==> src/hdl/pmu_pkg.sv <==
package pmu_pkg;

    // fixed-point formats
    localparam int TRIG_FRAC    = 28;
    localparam int ATAN_ENTRIES = 24;

    localparam longint PI_Q29                = 64'sd1686629713;
    localparam logic signed [31:0] PI_Q28      = 32'sd843314857;
    localparam logic signed [31:0] HALF_PI_Q28 = 32'sd421657428;
    localparam logic signed [31:0] GAIN_Q28    = 32'sd163008219;

    // arctangent of 2^-i, Q28 radians
    localparam logic signed [31:0] ATAN_Q28 [ATAN_ENTRIES] = '{
        32'sd210828714, 32'sd124459457, 32'sd65760959, 32'sd33381290,
        32'sd16755422,  32'sd8385879,   32'sd4193963,  32'sd2097109,
        32'sd1048571,   32'sd524287,    32'sd262144,   32'sd131072,
        32'sd65536,     32'sd32768,     32'sd16384,    32'sd8192,
        32'sd4096,      32'sd2048,      32'sd1024,     32'sd512,
        32'sd256,       32'sd128,       32'sd64,       32'sd32
    };

    // configuration register indexes
    typedef logic [2:0] t_cfg_index;
    localparam t_cfg_index CFG_DELTA_X     = 3'd0;
    localparam t_cfg_index CFG_DELTA_Y     = 3'd1;
    localparam t_cfg_index CFG_DELTA_TURN  = 3'd2;
    localparam t_cfg_index CFG_SPREAD_X    = 3'd3;
    localparam t_cfg_index CFG_SPREAD_Y    = 3'd4;
    localparam t_cfg_index CFG_SPREAD_TURN = 3'd5;

    // configuration registers as seen by the front stage
    typedef struct packed {
        logic [31:0] delta_x;
        logic [31:0] delta_y;
        logic [15:0] delta_turn;
        logic [23:0] spread_x;
        logic [23:0] spread_y;
        logic [15:0] spread_turn;
    } t_cfg;

    // payload handed from cell to cell (all numeric fields two's complement)
    typedef struct packed {
        logic [31:0] x;
        logic [31:0] y;
        logic [31:0] z;
        logic        flip;
        logic [31:0] pose_x;
        logic [31:0] pose_y;
        logic [31:0] dx;
        logic [31:0] dy;
        logic [15:0] heading;
    } t_cell;

    // pi in the angle format, rounded
    function automatic longint pi_angle(input int afb);
        return (PI_Q29 + (64'sd1 <<< (28 - afb))) >>> (29 - afb);
    endfunction

    // saturate to the 32-bit signed range
    function automatic logic signed [31:0] sat32(input logic signed [63:0] v);
        logic signed [31:0] res;
        if (v > 64'sd2147483647) begin
            res = 32'sh7fffffff;
        end else if (v < -64'sd2147483648) begin
            res = 32'sh80000000;
        end else begin
            res = v[31:0];
        end
        return res;
    endfunction

endpackage

==> src/hdl/pmu_front.sv <==
module pmu_front #(
    parameter int ANGLE_FRAC_BITS = 13
) (
    input  logic                i_clk,
    input  logic                i_rst_n,
    input  pmu_pkg::t_cfg       i_cfg,
    input  logic                i_valid,
    output logic                o_ready,
    input  logic signed [31:0]  i_pose_x,
    input  logic signed [31:0]  i_pose_y,
    input  logic signed [15:0]  i_pose_heading,
    input  logic signed [15:0]  i_noise_fwd,
    input  logic signed [15:0]  i_noise_side,
    input  logic signed [15:0]  i_noise_rot,
    output logic                o_valid,
    input  logic                i_ready,
    output pmu_pkg::t_cell      o_cell
);
    import pmu_pkg::*;

    localparam int AW  = (ANGLE_FRAC_BITS + 4 > 17) ? ANGLE_FRAC_BITS + 4 : 17;
    localparam int TSH = 24 - ANGLE_FRAC_BITS;
    localparam int ZSH = TRIG_FRAC - ANGLE_FRAC_BITS;
    localparam longint PI_VAL = pi_angle(ANGLE_FRAC_BITS);
    localparam logic signed [AW-1:0] PI_A     = AW'(PI_VAL);
    localparam logic signed [AW-1:0] TWO_PI_A = AW'(2 * PI_VAL);
    localparam logic signed [33:0]   PI_T     = 34'(PI_VAL);
    localparam logic signed [32:0]   TURN_HALF = 33'sd1 <<< (TSH - 1);

    // stage 0: products and heading clamp
    logic                 r_s0_valid;
    logic signed [31:0]   r_s0_pose_x, r_s0_pose_y;
    logic signed [AW-1:0] r_s0_head;
    logic signed [40:0]   r_s0_px, r_s0_py;
    logic signed [32:0]   r_s0_pt;
    logic signed [AW-1:0] n_s0_head;
    logic signed [AW-1:0] head_ext;

    // stage 1: noisy motion, heading update, cordic start vector
    logic                 r_s1_valid;
    t_cell                r_s1_cell;
    t_cell                n_s1_cell;

    logic s0_ready, s1_ready;

    assign s1_ready = !r_s1_valid || i_ready;
    assign s0_ready = !r_s0_valid || s1_ready;
    assign o_ready  = s0_ready;
    assign o_valid  = r_s1_valid;
    assign o_cell   = r_s1_cell;

    // heading clamp to [-pi, pi]
    always_comb begin
        head_ext = AW'(i_pose_heading);
        if (head_ext > PI_A) begin
            n_s0_head = PI_A;
        end else if (head_ext < -PI_A) begin
            n_s0_head = -PI_A;
        end else begin
            n_s0_head = head_ext;
        end
    end

    // noise and motion arithmetic of stage 1
    logic signed [40:0]   px_rnd, py_rnd;
    logic signed [41:0]   dx_sum, dy_sum;
    logic signed [32:0]   turn_rnd;
    logic signed [33:0]   turn_sum;
    logic signed [AW-1:0] turn, head_sum, head_wrap;
    logic signed [31:0]   z_raw, z_fold;
    logic                 flip;

    always_comb begin
        px_rnd = (r_s0_px + 41'sd2048) >>> 12;
        py_rnd = (r_s0_py + 41'sd2048) >>> 12;
        dx_sum = 42'($signed(i_cfg.delta_x)) + 42'(px_rnd);
        dy_sum = 42'($signed(i_cfg.delta_y)) + 42'(py_rnd);

        // noisy turn, clamped to +-pi
        turn_rnd = (r_s0_pt + TURN_HALF) >>> TSH;
        turn_sum = 34'($signed(i_cfg.delta_turn)) + 34'(turn_rnd);
        if (turn_sum > PI_T) begin
            turn = PI_A;
        end else if (turn_sum < -PI_T) begin
            turn = -PI_A;
        end else begin
            turn = AW'(turn_sum);
        end

        // one wrap step into (-pi, pi]
        head_sum = r_s0_head + turn;
        if (head_sum > PI_A) begin
            head_wrap = head_sum - TWO_PI_A;
        end else if (head_sum <= -PI_A) begin
            head_wrap = head_sum + TWO_PI_A;
        end else begin
            head_wrap = head_sum;
        end

        // fold the heading into +-pi/2
        z_raw = 32'(r_s0_head) <<< ZSH;
        if (z_raw > HALF_PI_Q28) begin
            z_fold = z_raw - PI_Q28;
            flip   = 1'b1;
        end else if (z_raw < -HALF_PI_Q28) begin
            z_fold = z_raw + PI_Q28;
            flip   = 1'b1;
        end else begin
            z_fold = z_raw;
            flip   = 1'b0;
        end

        n_s1_cell         = '0;
        n_s1_cell.x       = GAIN_Q28;
        n_s1_cell.y       = '0;
        n_s1_cell.z       = z_fold;
        n_s1_cell.flip    = flip;
        n_s1_cell.pose_x  = r_s0_pose_x;
        n_s1_cell.pose_y  = r_s0_pose_y;
        n_s1_cell.dx      = sat32(64'(dx_sum));
        n_s1_cell.dy      = sat32(64'(dy_sum));
        n_s1_cell.heading = head_wrap[15:0];
    end

    // valid bits
    always_ff @(posedge i_clk) begin
        if (!i_rst_n) begin
            r_s0_valid <= 1'b0;
            r_s1_valid <= 1'b0;
        end else begin
            if (s0_ready) begin
                r_s0_valid <= i_valid;
            end
            if (s1_ready) begin
                r_s1_valid <= r_s0_valid;
            end
        end
    end

    // payload registers
    always_ff @(posedge i_clk) begin
        if (s0_ready && i_valid) begin
            r_s0_pose_x <= i_pose_x;
            r_s0_pose_y <= i_pose_y;
            r_s0_head   <= n_s0_head;
            r_s0_px     <= 41'(i_noise_fwd)  * 41'($signed({1'b0, i_cfg.spread_x}));
            r_s0_py     <= 41'(i_noise_side) * 41'($signed({1'b0, i_cfg.spread_y}));
            r_s0_pt     <= 33'(i_noise_rot)  * 33'($signed({1'b0, i_cfg.spread_turn}));
        end
        if (s1_ready && r_s0_valid) begin
            r_s1_cell <= n_s1_cell;
        end
    end

endmodule

==> config.mk <==
export PLATFORM = sky130hd
export DESIGN_NAME = pmu_front
export DESIGN_NICKNAME = d
export VERILOG_FILES = /design/src/hdl/pmu_pkg.sv /design/src/hdl/pmu_front.sv
export SDC_FILE = /design/constraint.sdc
export NUM_CORES = 2
export LEC_CHECK = 0
export BUFFER_PORTS_ARGS = -buffer_cell sky130_fd_sc_hd__buf_2
export CORE_UTILIZATION = 56
export DETAILED_ROUTE_END_ITERATION = 10
export GPL_ROUTABILITY_DRIVEN = 0
export PLACE_DENSITY = 0.89
export SYNTH_ARGS = -nofsm -noshare
export SYNTH_HDL_FRONTEND = slang
export SYNTH_SLANG_ARGS = --single-unit
==> constraint.sdc <==
create_clock -name i_clk -period 10.4 [get_ports i_clk]
set_clock_uncertainty 0.15 [all_clocks]
set_input_delay 2.08 -clock i_clk [delete_from_list [all_inputs] [get_ports i_clk]]
set_output_delay 2.08 -clock i_clk [all_outputs]
set_load 0.05 [all_outputs]
==> results.txt <==
Core ar.: 0.0907 mm2
Via count: 39,600
GRT Max-Usage Layer: met2
Initial DRC count: 3,458
Async set or reset register ratio after synthesis: 0%
Outcome: completed
Least-Margin Pin Slew: 1.01 ns
Clk slew on worst S/H paths: 0.06 ns
Final worst path period need: 9.31 ns
Synth top area cells: fa_1 31%, edfxtp_1 19%, ha_1 12%
Req. time, crit path: 10.50 ns
TritonCTS buffer count: 37
WP data arrival: 9.41 ns
Skew-Pair Late Insertion Delay: 0.55 ns
Setup tns final: 0 ns
Number of synthesized flops with an enable pin: 327
Hold Path Class: reg -> reg
Post-CTS Setup Inserts: 0
Normalized max-slew margin: 32.8%
CTS H-Tree Depth: 2
Tcrit/Tclk final: 89.5%
Drt pass-1 iters: 6
GR Util met1: 32.7%
First-pass GRT wire length: 208,000 um
Fmax: 107 MHz
Routed vias/inst: 5.74
Area growth syn-to-layout: 8.00%
Flip-flop and latch area: 0.00986 mm2
Grt met3 use: 5.07%
Hpwl dp: 99,800 um
Final Hold Fails: 0
Sequential area share after synthesis: 19.1%
NumNets Final: 7,282
Die width: 306 um
Crit. End Element: flop
Worst Path Max Fanout: 11
Synth warn: 0
RSZ-0062 raised after global routing: no
Vias in the first global route: 42,300
Netlist Area Pre-Place: 0.0516 mm2
Delay of the slowest cell on the worst path: 0.76 ns
# hold bufs at CTS: 0
Startpoint Class: input port
CTS Root Cell: clkbuf_16
Max clock buf depth: 3
CTS sink count: 329
# setup viols final: 0
Post-Syn Instances: 5,390
Biggest area consumer among synthesized cells: fa_1
Max Slew Vio Count: 0
Fill count: 6,900
WL final: 128,000 um
DRC viols: 0
Syn avg cell area: 9.57 um2
Area of the multi-input gates: 0.0370 mm2
Pin count of the biggest net entering global routing: 77
# IOs: 519
Most common cell on crit path: ha_1
Share of layout cells above drive strength 1: 9.84%
WL per Instance: 18.5 um
Final ANT Viol Nets: 0
Initial cell density of the core: 56.9%
Synth Register Bits: 329
Initial antenna violation count: 5
CTS-repair resized insts: 0
Die height: 306 um
Synth Flop Type: edfxtp_1
Row Count: 110
CTS tree: done
M2 GR Usage: 47.4%
Crit path kind: in -> reg
GRT Total Usage: 27.5%
Yosys cell types: 83
Die Area: 0.0934 mm2
Number of buffers added on ports: 454
CP max-delay cell: nor3_2
Share of the synthesized area in the top cell type: 31.3%
GRT Residual Overflow: 0
MaxCap Viol Count: 0
[final cells by class]
cell class / instances / area share, %
antenna: 4 / 0.0180
clock buffer: 43 / 1.74
clock inverter: 24 / 0.656
inverter: 986 / 6.64
multi-input combinational: 3876 / 66.4
sequential: 329 / 17.7
tap: 1176 / 2.64
timing repair buffer: 465 / 4.23
[cells in the mapped netlist (all sizes together), types with 6 or more instances]
master  instances
nand4          28
o311ai          9
and2          364
nor2b          19
a211oi         24
maj3           13
a211o           9
a21boi         13
o22ai           6
o21a           35
nand2b         81
a22oi           6
nand3          67
nor3           39
nand2         744
or3            12
o31ai          19
buf            83
fa            807
and4            9
nor3b           7
o21ai         108
o211ai         17
ha            504
xnor2         182
nor2          151
a21o           90
a221oi          7
nand3b          9
a311oi          6
inv           985
or2            14
a31oi          22
edfxtp        327
o21bai         16
clkbuf        178
nor4            8
xor2           79
o31a           10
a21oi         184
and3           36
[sequential cells by signal, summed over array words and instances, names as in the netlist]
register / flops
r_s0_py: 30
o_cell: 164
r_s0_valid: 1
r_s0_pose_y: 32
r_s0_pose_x: 32
r_s0_head: 16
r_s0_px: 30
o_valid: 1
r_s0_pt: 23
[path summary, 6_finish.rpt]
check	startpoint	end	slack, ns	cells after the start
setup / recovery	i_cfg[70]	o_cell[15]	1.09	25
hold / removal	r_s0_pose_y[6]	o_cell[86]	0.26	0
setup reg to reg	r_s0_pt[12]	o_cell[15]	1.39	29
hold reg to reg	r_s0_pose_y[6]	o_cell[86]	0.26	0
[routing by layer]
layer / wire [um] / vias up / share of wire (%)
li1: - / 17600 / -
met1: 45700 / 19300 / 36
met2: 62900 / 2246 / 49
met3: 12100 / 514 / 9.5
met4: 7020 / 2 / 5.5
met5: 11 / - / 0.0086
[per-stage QoR]
stage               util, %  cell area, um2  std cells  hold slack, ns  worst slack (ns)
global placement       60.0           54400       6832           0.250              1.12
finish                 61.4           55700       6903           0.262              1.09
detailed placement     60.0           54400       6832           0.255             0.804
floorplan                 -           51800       5452           0.250             0.140
global route           61.4           55700       6902           0.261             0.706
CTS                    61.4           55700       6899           0.261              1.31
[worst max-delay path, delay by kind of cell]
kind | cells | cell delay, ns
compound gates | 11 | 3.47
buf+inv | 2 | 0.23
simple gates | 7 | 2.33
xor+xnor | 2 | 0.38
fa+ha+maj | 3 | 0.92
[cells by family (layout without fill, tap and decap cells)]
| logic type | Yosys count | count (layout) | share of synthesized area (%) |
|---|---|---|---|
| AO/OA/AOI/OAI | 622 | 622 | 7.95 |
| multiplexers | 5 | 5 | 0.0994 |
| AND/OR/NAND/NOR | 1600 | 1600 | 15.0 |
| other | 2 | 68 | 0.0146 |
| flip-flops | 329 | 329 | 19.1 |
| adder cells (fa/ha/maj) | 1324 | 1324 | 43.8 |
| XOR/XNOR | 261 | 261 | 4.43 |
| buffers and inverters | 1247 | 1518 | 9.66 |
[cells in the final DEF (no fill, tap or decap), types with 13 or more instances in the layout]
cell type  synthesis  layout
inv_1            985     985
fa_1             807     807
nand2_1          744     744
ha_1             504     504
buf_2              2     454
and2_1           364     363
edfxtp_1         327     327
a21oi_1          183     183
xnor2_1          182     182
nor2_1           151     151
o21ai_0           93      93
a21o_1            90      90
nand2b_1          81      81
xor2_1            79      79
nand3_1           67      67
conb_1             2      64
nor3_1            38      38
clkbuf_16          0      38
and3_1            36      36
o21a_1            35      35
nand4_1           28      28
a211oi_1          22      22
a31oi_1           21      21
o31ai_1           18      18
nor2b_1           19      18
o211ai_1          17      17
o21bai_1          16      16
o21ai_1           15      15
or2_2             14      14
maj3_1            13      13
Power is left out: the tool's default activity adds up to more than one toggle a clock period on the data nets, which glitch-free logic cannot reach.
