==> src/hdl/pmu_pkg.sv <==
package pmu_pkg;

    // fixed-point formats
    localparam int TRIG_FRAC    = 28;
    localparam int ATAN_ENTRIES = 24;

    localparam longint PI_Q29                = 64'sd1686629713;
    localparam logic signed [31:0] PI_Q28      = 32'sd843314857;
    localparam logic signed [31:0] HALF_PI_Q28 = 32'sd421657428;
    localparam logic signed [31:0] GAIN_Q28    = 32'sd163008219;

    // arctangent of 2^-i, Q28 radians
    localparam logic signed [31:0] ATAN_Q28 [ATAN_ENTRIES] = '{
        32'sd210828714, 32'sd124459457, 32'sd65760959, 32'sd33381290,
        32'sd16755422,  32'sd8385879,   32'sd4193963,  32'sd2097109,
        32'sd1048571,   32'sd524287,    32'sd262144,   32'sd131072,
        32'sd65536,     32'sd32768,     32'sd16384,    32'sd8192,
        32'sd4096,      32'sd2048,      32'sd1024,     32'sd512,
        32'sd256,       32'sd128,       32'sd64,       32'sd32
    };

    // configuration register indexes
    typedef logic [2:0] t_cfg_index;
    localparam t_cfg_index CFG_DELTA_X     = 3'd0;
    localparam t_cfg_index CFG_DELTA_Y     = 3'd1;
    localparam t_cfg_index CFG_DELTA_TURN  = 3'd2;
    localparam t_cfg_index CFG_SPREAD_X    = 3'd3;
    localparam t_cfg_index CFG_SPREAD_Y    = 3'd4;
    localparam t_cfg_index CFG_SPREAD_TURN = 3'd5;

    // configuration registers as seen by the front stage
    typedef struct packed {
        logic [31:0] delta_x;
        logic [31:0] delta_y;
        logic [15:0] delta_turn;
        logic [23:0] spread_x;
        logic [23:0] spread_y;
        logic [15:0] spread_turn;
    } t_cfg;

    // payload handed from cell to cell (all numeric fields two's complement)
    typedef struct packed {
        logic [31:0] x;
        logic [31:0] y;
        logic [31:0] z;
        logic        flip;
        logic [31:0] pose_x;
        logic [31:0] pose_y;
        logic [31:0] dx;
        logic [31:0] dy;
        logic [15:0] heading;
    } t_cell;

    // pi in the angle format, rounded
    function automatic longint pi_angle(input int afb);
        return (PI_Q29 + (64'sd1 <<< (28 - afb))) >>> (29 - afb);
    endfunction

    // saturate to the 32-bit signed range
    function automatic logic signed [31:0] sat32(input logic signed [63:0] v);
        logic signed [31:0] res;
        if (v > 64'sd2147483647) begin
            res = 32'sh7fffffff;
        end else if (v < -64'sd2147483648) begin
            res = 32'sh80000000;
        end else begin
            res = v[31:0];
        end
        return res;
    endfunction

endpackage

==> src/hdl/pmu_cordic_cell.sv <==
module pmu_cordic_cell #(
    parameter int STAGE = 0
) (
    input  logic           i_clk,
    input  logic           i_rst_n,
    input  logic           i_valid,
    output logic           o_ready,
    input  pmu_pkg::t_cell i_cell,
    output logic           o_valid,
    input  logic           i_ready,
    output pmu_pkg::t_cell o_cell
);
    import pmu_pkg::*;

    localparam logic signed [31:0] ATAN_I = ATAN_Q28[STAGE];

    logic  r_valid;
    t_cell r_cell;
    t_cell n_cell;
    logic  ready;

    logic signed [31:0] x_in, y_in, z_in, xs, ys;

    assign ready   = !r_valid || i_ready;
    assign o_ready = ready;
    assign o_valid = r_valid;
    assign o_cell  = r_cell;

    // one rotation-mode iteration
    always_comb begin
        x_in   = $signed(i_cell.x);
        y_in   = $signed(i_cell.y);
        z_in   = $signed(i_cell.z);
        xs     = x_in >>> STAGE;
        ys     = y_in >>> STAGE;
        n_cell = i_cell;
        if (z_in >= 0) begin
            n_cell.x = x_in - ys;
            n_cell.y = y_in + xs;
            n_cell.z = z_in - ATAN_I;
        end else begin
            n_cell.x = x_in + ys;
            n_cell.y = y_in - xs;
            n_cell.z = z_in + ATAN_I;
        end
    end

    always_ff @(posedge i_clk) begin
        if (!i_rst_n) begin
            r_valid <= 1'b0;
        end else if (ready) begin
            r_valid <= i_valid;
        end
    end

    always_ff @(posedge i_clk) begin
        if (ready && i_valid) begin
            r_cell <= n_cell;
        end
    end

endmodule

==> config.mk <==
export PLATFORM = sky130hd
export DESIGN_NAME = pmu_cordic_cell
export DESIGN_NICKNAME = d
export VERILOG_FILES = /design/src/hdl/pmu_pkg.sv /design/src/hdl/pmu_cordic_cell.sv
export SDC_FILE = /design/constraint.sdc
export NUM_CORES = 1
export LEC_CHECK = 0
export BUFFER_PORTS_ARGS = -buffer_cell sky130_fd_sc_hd__buf_4
export CAP_MARGIN = 10
export CORE_AREA = 2 2 190 192
export CTS_CLUSTER_DIAMETER = 40
export CTS_CLUSTER_SIZE = 10
export DETAILED_ROUTE_END_ITERATION = 6
export DIE_AREA = 0 0 192 194
export MAX_ROUTING_LAYER = met4
export PLACE_DENSITY_LB_ADDON = 0.1
export SKIP_LAST_GASP = 1
export SLEW_MARGIN = 20
export SYNTH_ARGS = -nofsm -noshare
export SYNTH_HDL_FRONTEND = slang
export SYNTH_SLANG_ARGS = --single-unit
==> constraint.sdc <==
create_clock -name i_clk -period 13.8 [get_ports i_clk]
set_input_delay 0.69 -clock i_clk [delete_from_list [all_inputs] [get_ports i_clk]]
set_output_delay 0.69 -clock i_clk [all_outputs]
set_load 0.01 [all_outputs]
==> results of run 1 <==
[cells in the final DEF, fill, tap and decap left out, types with 6 or more instances in the layout]
cell and count:
and3_1 6, o21a_1 6, a21oi_1 135, buf_4 493, o21ai_0 65, o31ai_1 14, mux2i_1 10, a21o_1 32
xnor2_1 72, nand2_1 53, nor2b_1 12, o21bai_1 16, xor2_1 17, nand2b_1 17, nor2_1 83, ha_1 122
o211ai_1 7, inv_1 102, clkbuf_1 6, a211oi_1 10, nand3_1 15, nor3_1 17, clkbuf_16 40, diode_2 6
clkinv_1 10, a31oi_1 9, or3_1 7, edfxtp_1 240, nand4_1 9
[state kept, by name (all words and copies together) (netlist names)]
signal / cells
o_cell: 240
o_valid: 1
[metrics by stage]
| stage | hold WS [ps] | setup WS (ps) | utilization | total power, W | cells |
|---|---|---|---|---|---|
| floorplan | 609.6 | 6804 | - | 0.001231 | 1232 |
| global placement | 527.5 | 9891 | 0.5105 | 0.001483 | 2141 |
| detailed placement | 548.4 | 9866 | 0.5105 | 0.001484 | 2141 |
| CTS | 308.5 | 10410 | 0.5447 | 0.002405 | 2207 |
| global route | 313.3 | 10120 | 0.5451 | 0.002482 | 2213 |
| finish | 331.2 | 10380 | 0.5451 | 0.002386 | 2213 |
[worst register-to-register path, cell delays in order (launching register included)]
cell      delay (ps)
dfxtp_1          310
nand2b_1         110
and2_4           390
buf_4            810
buf_4            990
[power breakdown]
| group | switching (W) | leakage, nW | internal [W] |
|---|---|---|---|
| Clock | 0.000346 | 0.581 | 0.000566 |
| Combinational | 0.000316 | 5.49 | 0.000243 |
| Sequential | 0.0000191 | 2.33 | 0.000897 |
| Total | 0.000681 | 8.40 | 0.00171 |
[layout make-up]
cell class	instances	area, um^2
well taps	461	576.8
flip-flops and latches	241	7227
clock inverters	20	181.4
repair buffers	493	3701
fillers	3185	16020
multi-input cells	837	6067
diodes	6	15.01
clock buffers	46	1023
inverters	109	409.1
[final timing paths]
| kind | start | end | slack [ps] | cells after the start |
|---|---|---|---|---|
| setup / recovery | i_cell[176] | o_cell[167] | 10380 | 13 |
| setup reg to reg | o_valid | o_cell[92] | 10750 | 4 |
| hold / removal | i_cell[27] | o_cell[27] | 330 | 1 |
| hold reg to reg | o_valid | o_valid | 560 | 2 |
[metal layers]
| metal | share of wire | GRT usage | vias up | wire [um] |
|---|---|---|---|---|
| li1 | - | - | 5519 | - |
| met1 | 0.39 | 0.3088 | 5656 | 18960 |
| met2 | 0.49 | 0.4307 | 579 | 24230 |
| met3 | 0.088 | 0.06534 | 91 | 4294 |
| met4 | 0.031 | 0.09443 | 0 | 1541 |
| met5 | 0 | - | - | 0 |
[cell families (layout without fill, tap and decap cells)]
group / count (synthesis) / count (layout) / synth area share
xor+xnor: 89 / 89 / 0.05608
mux: 12 / 12 / 0.008822
fa+ha+maj: 126 / 126 / 0.1156
simple gates: 244 / 244 / 0.08417
buf+inv: 154 / 668 / 0.04375
other cells: 0 / 6 / 0
flops: 241 / 241 / 0.5199
compound gates: 366 / 366 / 0.1717
==> key figures, run 1 <==
Yosys
  – Area contributors post-synth: edfxtp_1 (52%), ha_1 (11%), a21oi_1 (4.9%)
  – Syn Nets: ~1,600
  – Netlist Area Pre-Place: 0.01390 mm^2
  – Synth warn: 0
  – Top cell type's share of synthesized area: 0.5185
  – Post-synth EDFFs: between 200 and 250
  – Ys flop type: edfxtp_1
  – Post-synth top area cell: edfxtp_1
  – Avg Cell Area, Syn: approximately 11 um^2
  – Synth cell count leaders: edfxtp_1 (240), a21oi_1 (135), ha_1 (122)
  – Seq/Total Area, Yosys: 0.5199
  – Seq cells post-synth: between 200 and 250
  – Post-synthesis cell count: ~1,200
  – Fraction of registers with async set/reset: 0
  – Top-count cell post-synth: edfxtp_1
  – Number of distinct library cells after synthesis: 76

Hold path
  – Hold Path Class: in -> reg

Timing
  – Setup_tns: 0 ps
  – RSZ-0062 raised after global routing: no
  – Max Slew Vio Count: 0
  – Tightest Pin Transition: a little over 1000 ps
  – Crit path time final: 3423 ps
  – Achievable frequency: about 290 MHz
  – Final setup fails: 0
  – Fin crit share: 0.2480
  – Post-route clock skew: ~18 ps
  – Relative slew slack: 0.3195
  – Final Hold Viols: 0

Worst setup path
  – Max incr delay on CP: between 300 and 400 ps
  – WS Path Type: in -> reg
  – Crit end category: flop
  – CP bufs+invs: 3
  – CP max FO: 30
  – Max stage delay cell, worst path: buf_4
  – Crit-path cells: buf_4, inv_1, buf_4, ha_1, a21o_1, a21oi_1, o21ai_0, a211o_1, a21o_1, or2_2, a31oi_1, o21bai_1, xnor2_1
  – CP Data Required Time: between 10,000 and 15,000 ps
  – Critical Path AT: between 3000 and 4000 ps
  – Critical path's top delay family: compound AO/OA/AOI/OAI gates
  – Startpoint types: input pin

Global route
  – Total track usage: 0.2613
  – Global-route wire length before repair: approximately 70 mm
  – Initial antenna violation count: 6
  – Largest net degree at the start of global routing: just over 80
  – Gr ovfl total: 0
  – Vias in the first global route: roughly 11,000

Routing
  – DR vias/cell: between 5 and 6
  – Routed len/inst: between 20 and 25 um
  – DR pass1 iterations: 6
  – Wirelength, routed: between 40 and 50 mm
  – 1st-iter DRT viols: just over 1,000
  – Routed via count: 11,845
  – Routed Antenna Nets: 0
  – Residual DRC: 0

Final layout
  – Final-stage net count: between 2,000 and 2,500
  – Layout cell share with drive strength beyond 1: 0.3265
  – Final instance area: roughly 0.019 mm^2
  – Area Growth Syn to Fin: 38.14%

Floorplanning
  – Die H: 194 um
  – FP Rows: ~70
  – Die area: 0.03725 mm^2
  – Initial Util: 0.3946
  – Core area: 0.03522 mm^2
  – Die Wd: about 190 um
  – Io pins: 488

Placement
  – Port Buffers: 487
  – DP Area: between 0.015 and 0.02 mm^2
  – HPWL after DPL: roughly 39 mm
  – Gpl congestion: between 0.9 and 1

Pwr
  – PwrDens: 124.3 mW/mm^2
  – Leakage dissipation: 8.399 nW
  – Maximum VDD drop: 85.66 uV

CTS
  – CTS tree: yes
  – TritonCTS buffer count: 39
  – Clock Latency Late Sink: roughly 530 ps
  – Post-CTS Hold Fix Bufs: 0
  – Clk sinks: ~240
  – Clk root buf: clkbuf_16
  – Post-CTS Setup Bufs: 0
  – CTS H-tree depth: 2
  – Clock Path Buffers: 3
  – CTS clock-pin slew for the worst setup and hold paths: about 50 ps
  – Post_cts resized: 0

Flow run
  – Max cap viols: 0

Status
  – Status: finished clean
Note: power is estimated with default switching activity, not from simulation.
==> run 2, diff against run 1 <==
- clock period: 13.8 -> 3.15 ns (I/O delays scaled with it)
==> key figures, run 2 (synthesis gave the netlist of run 1 again) <==
Worst setup path
  – Startpoint types: input pin (unchanged)
  – CP max FO: 8 (was 30)
  – Crit end category: flop (unchanged)
  – Critical Path Start: i_cell[211] (was i_cell[176])
  – Reg2Reg Depth: 3 (was 4)
  – WS Path Type: in -> reg (unchanged)
  – Worst setup path endpoint: o_cell[208] (was o_cell[167])
  – Max incr delay on CP: 470 ps (was 360 ps)
  – Worst flop-to-flop path startpoint: o_valid (unchanged)
  – Max stage delay cell, worst path: a211oi_1 (was buf_4)
  – Crit-path cells: buf_4, ha_1, nor3b_1, o31ai_1, nand3b_1, a211oi_1, o21ai_1, o22ai_1, buf_4, o31a_1, o22ai_1, xor2_1 (was buf_4, inv_1, buf_4, ha_1, a21o_1, a21oi_1, o21ai_0, a211o_1, a21o_1, or2_2, a31oi_1, o21bai_1, xnor2_1)
  – R2R Setup Slk: 1320 ps (was 10,750 ps)
  – CP Data Required Time: 3420 ps (was 14,060 ps)
  – Critical Path AT: 3090 ps (was 3690 ps)
  – Critical R2R Capture: o_cell[103] (was o_cell[92])

Status
  – Status: finished clean (unchanged)

CTS
  – Clk sinks: 241 (unchanged)
  – Post_cts resized: 0 (unchanged)
  – TritonCTS buffer count: 41 (was 39)
  – CTS H-tree depth: 2 (unchanged)
  – CTS tree: yes (unchanged)
  – Post-CTS Hold Fix Bufs: 149 (was 0)
  – CTS clock-pin slew for the worst setup and hold paths: 60 ps (was 50 ps)
  – Clock Latency Late Sink: 530 ps (about the same)
  – Post-CTS Setup Bufs: 0 (unchanged)
  – Clock Path Buffers: 3 (unchanged)
  – Clk root buf: clkbuf_16 (unchanged)

Global route
  – Vias in the first global route: 12,653 (was 11,376)
  – Gr ovfl total: 0 (unchanged)
  – Global-route wire length before repair: 77.63 mm (was 71.01 mm)
  – Initial antenna violation count: 1 (was 6)
  – Total track usage: 0.2858 (was 0.2613)
  – Largest net degree at the start of global routing: 85 (was 83)

Floorplanning
  – Die H: 194 um (unchanged)
  – Die Wd: 192 um (unchanged)
  – FP Rows: 69 (unchanged)
  – Core area: 0.03522 mm^2 (unchanged)
  – Initial Util: 0.3946 (unchanged)
  – Die area: 0.03725 mm^2 (unchanged)
  – Io pins: 488 (unchanged)

Timing
  – Relative slew slack: 0.4650 (was 0.3195)
  – Final setup fails: 0 (unchanged)
  – Post-route clock skew: 7.489 ps (was 17.55 ps)
  – Worst Hold Slack: 33.43 ps (was 331.2 ps)
  – Setup_tns: 0 ps (unchanged)
  – RSZ-0062 raised after global routing: no (unchanged)
  – Tightest Pin Transition: 802.5 ps (was 1021 ps)
  – PnR worst setup slack: 329.4 ps (was 10,380 ps)
  – Fin crit share: 0.8954
  – Achievable frequency: ~350 MHz
  – Final Hold Viols: 0 (unchanged)
  – Crit path time final: ~2800 ps
  – Max Slew Vio Count: 0 (unchanged)

Final layout
  – Final-stage net count: 2,328 (was 2,092)
  – Layout cell share with drive strength beyond 1: 0.3323 (was 0.3265)
  – Fin util: 0.6096 (was 0.5451)
  – Area Growth Syn to Fin: 54.48% (was 38.14%)
  – Max FFs per register: 240 (unchanged)
  – Commonest non-fill, non-tap cell in the layout: buf_4 (unchanged)
  – Most frequent cells in the layout: buf_4 (574), edfxtp_1 (240), dlygate4sd3_1 (149) (was buf_4 (493), edfxtp_1 (240), a21oi_1 (135))

Hold path
  – Hold Path Stages: 3 (was 1)
  – Hold Path Class: in -> reg (unchanged)

Routing
  – Residual DRC: 0 (unchanged)
  – Routed len/inst: 21.69 um (was 22.15 um)
  – DR pass1 iterations: 5 (was 6)
  – Routed via count: 12,700 (was 11,845)
  – Routed Antenna Nets: 0 (unchanged)
  – 1st-iter DRT viols: 913 (was 1,016)
  – DR vias/cell: 5.188 (was 5.352)
  – Wirelength, routed: 53.11 mm (was 49.02 mm)

Pwr
  – Final Power: 0.01108 W (was 0.002386 W)
  – Leakage dissipation: 9.506 nW (was 8.399 nW)
  – Maximum VDD drop: 430.4 uV (was 85.66 uV)
  – PwrDens: 516.0 mW/mm^2 (was 124.3 mW/mm^2)

Placement
  – DP Worst Slack: -131.6 ps (was 9866 ps)
  – HPWL after DPL: 40.78 mm (was 38.84 mm)
  – Port Buffers: 487 (unchanged)
  – Gpl congestion: 0.9549 (was 0.9464)

Flow run
  – Max cap viols: 0 (unchanged)
-- run 2: worst max-delay path: cells and delay by family --
family,cells,cell delay (ps)
AOI/OAI and AO/OA,6,1670
and+or+nand+nor,2,340
buffers and inverters,2,300
xor gates and xnor gates,1,190
adders and majority gates,1,420
-- run 2: layout make-up --
cell class | instances | area [um^2]
clock inverter | 21 | 245.2
clock buffer | 51 | 1064
inverter | 109 | 409.1
tap | 461 | 576.8
sequential | 241 | 7227
timing repair buffer | 727 | 5881
antenna | 1 | 2.502
fill | 2923 | 13750
multi-input combinational | 837 | 6067
-- run 2: how the worst min path moves through the flow --
stage,start,end
detailed placement,i_cell[60],o_cell[60]
global route,i_cell[175],o_cell[176]
finish,i_cell[175],o_cell[176]
global placement,i_cell[100],o_cell[100]
floorplan,i_cell[0],o_cell[0]
CTS,i_cell[175],o_cell[176]
-- run 2: power by group --
group / internal, W / total (W) / switching, W
logic: 0.00132 / 0.00278 / 0.00146
registers: 0.00393 / 0.00402 / 0.0000978
clock network: 0.00273 / 0.00428 / 0.00155
total: 0.00797 / 0.0111 / 0.00311
-- run 2: routing by layer --
metal,part of all wire,wire length [um],vias to the layer above,GRT usage
met5,0,0,-,-
met4,0.044,2320,0,0.1190
met3,0.071,3772,109,0.05303
met2,0.49,25990,524,0.4716
met1,0.40,21020,6083,0.3424
li1,-,-,5984,-
-- run 2: per-stage QoR --
| step | instance area, um^2 | cells |
|---|---|---|
| 2_1_floorplan | 13900 | 1232 |
| 3_3_place_gp | 18670 | 2226 |
| 4_1_cts | 21470 | 2447 |
| 6_report | 21470 | 2448 |
| 5_1_grt | 21470 | 2448 |
| 3_5_place_dp | 18670 | 2226 |
==> run 3, diff against run 2 <==
- ABC_AREA: not set -> 1
- CORE_AREA: 2 2 190 192 -> not set
- CORE_UTILIZATION: not set -> 45
- DIE_AREA: 0 0 192 194 -> not set
==> key figures, run 3 <==
Placement
  – DP Area: 0.02050 mm^2 (was 0.01867 mm^2)
  – Cell count after placement: 3,018 (was 2,226)
  – Port Buffers: 487 (unchanged)
  – Gpl congestion: 1.030 (was 0.9549)
  – HPWL after DPL: 45.70 mm (was 40.78 mm)

CTS
  – CTS H-tree depth: 2 (unchanged)
  – Clk sinks: 241 (unchanged)
  – Post-CTS Setup Bufs: 0 (unchanged)
  – TritonCTS buffer count: 45 (was 41)
  – CTS clock-pin slew for the worst setup and hold paths: 50 ps (was 60 ps)
  – Clock Path Buffers: 3 (unchanged)
  – Clock Latency Late Sink: 570 ps (was 530 ps)
  – Clk root buf: clkbuf_16 (unchanged)
  – CTS tree: yes (unchanged)

Floorplanning
  – Initial Util: 0.4603 (was 0.3946)
  – Die area: 0.03733 mm^2 (was 0.03725 mm^2)
  – Die Wd: 193.2 um (was 192 um)
  – Core area: 0.03574 mm^2 (was 0.03522 mm^2)
  – FP Rows: 69 (unchanged)
  – Die H: 193.2 um (was 194 um)
  – Io pins: 488 (unchanged)

Yosys
  – Synth cell count leaders: nand2_1 (697), inv_1 (366), edfxtp_1 (240) (was edfxtp_1 (240), a21oi_1 (135), ha_1 (122))
  – Post-synth EDFFs: 240 (unchanged)
  – Area contributors post-synth: edfxtp_1 (44%), nand2_1 (16%), ha_1 (9.3%) (was edfxtp_1 (52%), ha_1 (11%), a21oi_1 (4.9%))
  – Top cell type's share of synthesized area: 0.4381 (was 0.5185)
  – Synth warn: 0 (unchanged)
  – Netlist Area Pre-Place: 0.01645 mm^2 (was 0.01390 mm^2)
  – Top-count cell post-synth: nand2_1 (was edfxtp_1)
  – Fraction of registers with async set/reset: 0 (unchanged)
  – Ys flop type: edfxtp_1 (unchanged)
  – Post-synthesis cell count: 2,107 (was 1,232)
  – Number of distinct library cells after synthesis: 43 (was 76)
  – Avg Cell Area, Syn: 7.808 um^2 (was 11.28 um^2)
  – Post-synth top area cell: edfxtp_1 (unchanged)
  – Seq cells post-synth: 241 (unchanged)
  – Syn Nets: 2,478 (was 1,603)
  – Seq/Total Area, Yosys: 0.4393 (was 0.5199)

Final layout
  – Max FFs per register: 240 (unchanged)
  – Fin util: 0.6588 (was 0.6096)
  – Most frequent cells in the layout: nand2_1 (697), buf_4 (489), inv_1 (365) (was buf_4 (574), edfxtp_1 (240), dlygate4sd3_1 (149))
  – Final instance area: 0.02355 mm^2 (was 0.02147 mm^2)
  – Final Instance Count excl. Fillers: 3,250 (was 2,448)
  – Final-stage net count: 3,125 (was 2,328)
  – Area Growth Syn to Fin: 43.11% (was 54.48%)
  – Fillers: 3,047 (was 2,923)
  – Commonest non-fill, non-tap cell in the layout: nand2_1 (was buf_4)
  – Layout cell share with drive strength beyond 1: 0.2074 (was 0.3323)

Timing
  – Relative slew slack: 0.3878 (was 0.4650)
  – Final Hold Viols: 0 (unchanged)
  – Fin crit share: 0.7170 (was 0.8954)
  – Final setup fails: 0 (unchanged)
  – Crit path time final: 2259 ps (was 2821 ps)
  – Worst Hold Slack: 73.19 ps (was 33.43 ps)
  – Tightest Pin Transition: 918.3 ps (was 802.5 ps)
  – RSZ-0062 raised after global routing: no (unchanged)
  – Max Slew Vio Count: 0 (unchanged)
  – Post-route clock skew: 10.97 ps (was 7.489 ps)
  – Achievable frequency: 442.8 MHz (was 354.5 MHz)

Routing
  – Wirelength, routed: 59.90 mm (was 53.11 mm)
  – Routed len/inst: 18.43 um (was 21.69 um)
  – Routed via count: 16,517 (was 12,700)
  – Residual DRC: 35 (was 0)
  – DR pass1 iterations: 7 (was 5)
  – Routed Antenna Nets: 0 (unchanged)
  – 1st-iter DRT viols: 1,083 (was 913)
  – DR vias/cell: 5.082 (was 5.188)

Status
  – Status: finished with violations (was finished clean)
  – Failing checks: DRC

Worst setup path
  – Worst flop-to-flop path startpoint: o_valid (unchanged)
  – Crit end category: flop (unchanged)
  – Startpoint types: input pin (unchanged)
  – Reg2Reg Depth: 2 (was 3)
  – CP max FO: 3 (was 8)
  – R2R Setup Slk: 1420 ps (was 1320 ps)
  – WS Path Type: in -> reg (unchanged)
  – Critical Path AT: 2580 ps (was 3090 ps)
  – Critical R2R Capture: o_cell[203] (was o_cell[103])
  – CP Data Required Time: 3470 ps (was 3420 ps)

Flow run
  – Max cap viols: 0 (unchanged)

Hold path
  – Hold Path Class: in -> reg (unchanged)
  – Hold Crit Start: i_cell[208] (was i_cell[175])
  – Hold Path Stages: 5 (was 3)
  – Hold path endpoint: o_cell[240] (was o_cell[176])

Global route
  – Initial antenna violation count: 2 (was 1)
  – Vias in the first global route: 16,593 (was 12,653)
  – Global-route wire length before repair: 92.07 mm (was 77.63 mm)
  – Gr ovfl total: 0 (unchanged)
  – Total track usage: 0.3281 (was 0.2858)
  – Largest net degree at the start of global routing: 163 (was 85)

Pwr
  – Combinational Power Share: 0.246 (was 0.251)
  – Leakage dissipation: 11.86 nW (was 9.506 nW)
  – P_int: 0.008214 W (was 0.007971 W)
  – Clock power share: 0.417 (was 0.386)
  – Flop pwr share: 0.337 (was 0.363)
  – Maximum VDD drop: 408.3 uV (was 430.4 uV)
  – PwrDens: 503.0 mW/mm^2 (was 516.0 mW/mm^2)
  – Switching Share: 0.3064 (was 0.2805)
  – Final Power: 0.01184 W (was 0.01108 W)
  – Switching Power: 0.003629 W (was 0.003108 W)
run 3: cell count changes after synthesis, sizes merged, moves of 16 or more:
cell and delta:
inv +263, nand2 +646, a21o -27, nor2 +67, nand2b -16, nand3 +149, xor2 +27, clkbuf -16
xnor2 -67
run 3: worst max path at each step:
stage	endpoint	depth (start not counted)	slack [ps]	from
floorplan	o_cell[0]	1	-1570	o_valid
CTS	o_cell[231]	15	960	i_cell[209]
finish	o_cell[231]	15	890	i_cell[209]
detailed placement	o_cell[235]	12	710	i_cell[194]
global route	o_cell[231]	15	740	i_cell[209]
global placement	o_cell[203]	12	720	i_cell[194]
run 3: cell type report:
| cell class | count | area [um^2] | share of cell area |
|---|---|---|---|
| Clock buffer | 50 | 1145 | 0.04862 |
| Sequential cell | 241 | 7228 | 0.3070 |
| Antenna cell | 2 | 5.005 | 0.0002126 |
| Clock inverter | 30 | 396.6 | 0.01685 |
| Multi-Input combinational cell | 1458 | 7604 | 0.3229 |
| Timing Repair Buffer | 641 | 5213 | 0.2214 |
| Tap cell | 461 | 576.8 | 0.02450 |
| Inverter | 367 | 1378 | 0.05851 |
run 3: kinds of logic (layout without fill, tap and decap cells):
group           after synthesis  after routing  share of synthesized area
simple gates               1066           1066                     0.2659
mux                           2              2                   0.001217
fa+ha+maj                   126            126                    0.09765
other cells                   0              2                          0
buf+inv                     408           1088                    0.09925
xor+xnor                     49             49                    0.02609
flops                       241            241                     0.4393
compound gates              215            215                    0.07065
run 3: worst max-delay path, stage by stage:
cell and delay, ps:
dlygate4sd3_1 530, buf_4 110, ha_1 160, inv_1 60
fa_1 420, inv_1 110, nand3_1 80, nand3_1 190
nand2_1 110, nand3_1 240, nand2_1 130, nand2_1 80
nand2_1 60, nand3_1 70, nand2_1 70
run 3: per-stage QoR:
step | TNS, ps | setup WS, ps
6_report | 0 | 891.4
5_1_grt | 0 | 742.0
4_1_cts | 0 | 958.2
3_5_place_dp | 0 | 705.6
3_3_place_gp | 0 | 724.3
2_1_floorplan | -377120 | -1571
run 3: metal layers:
metal,up-vias,global-route usage,share of wire
met3,122,0.04934,0.068
met2,646,0.5497,0.48
met5,-,-,0
met1,7678,0.3997,0.41
met4,0,0.1247,0.035
li1,8071,-,-
run 3: timing repair:
| item | in CTS | in global routing |
|---|---|---|
| resized for setup | 0 | 0 |
| hold buffers | 150 | 0 |
| hold endpoints to repair | 149 | 0 |
run 3: power by group through the flow:
| stage | sequential [W] | clock (W) | combinational, W |
|---|---|---|---|
| global route | 0.00401 | 0.00513 | 0.00318 |
| floorplan | 0.00418 | 0 | 0.00139 |
| CTS | 0.00398 | 0.00500 | 0.00287 |
| finish | 0.00399 | 0.00494 | 0.00291 |
| global placement | 0.00403 | 0 | 0.00268 |
| detailed placement | 0.00403 | 0 | 0.00270 |
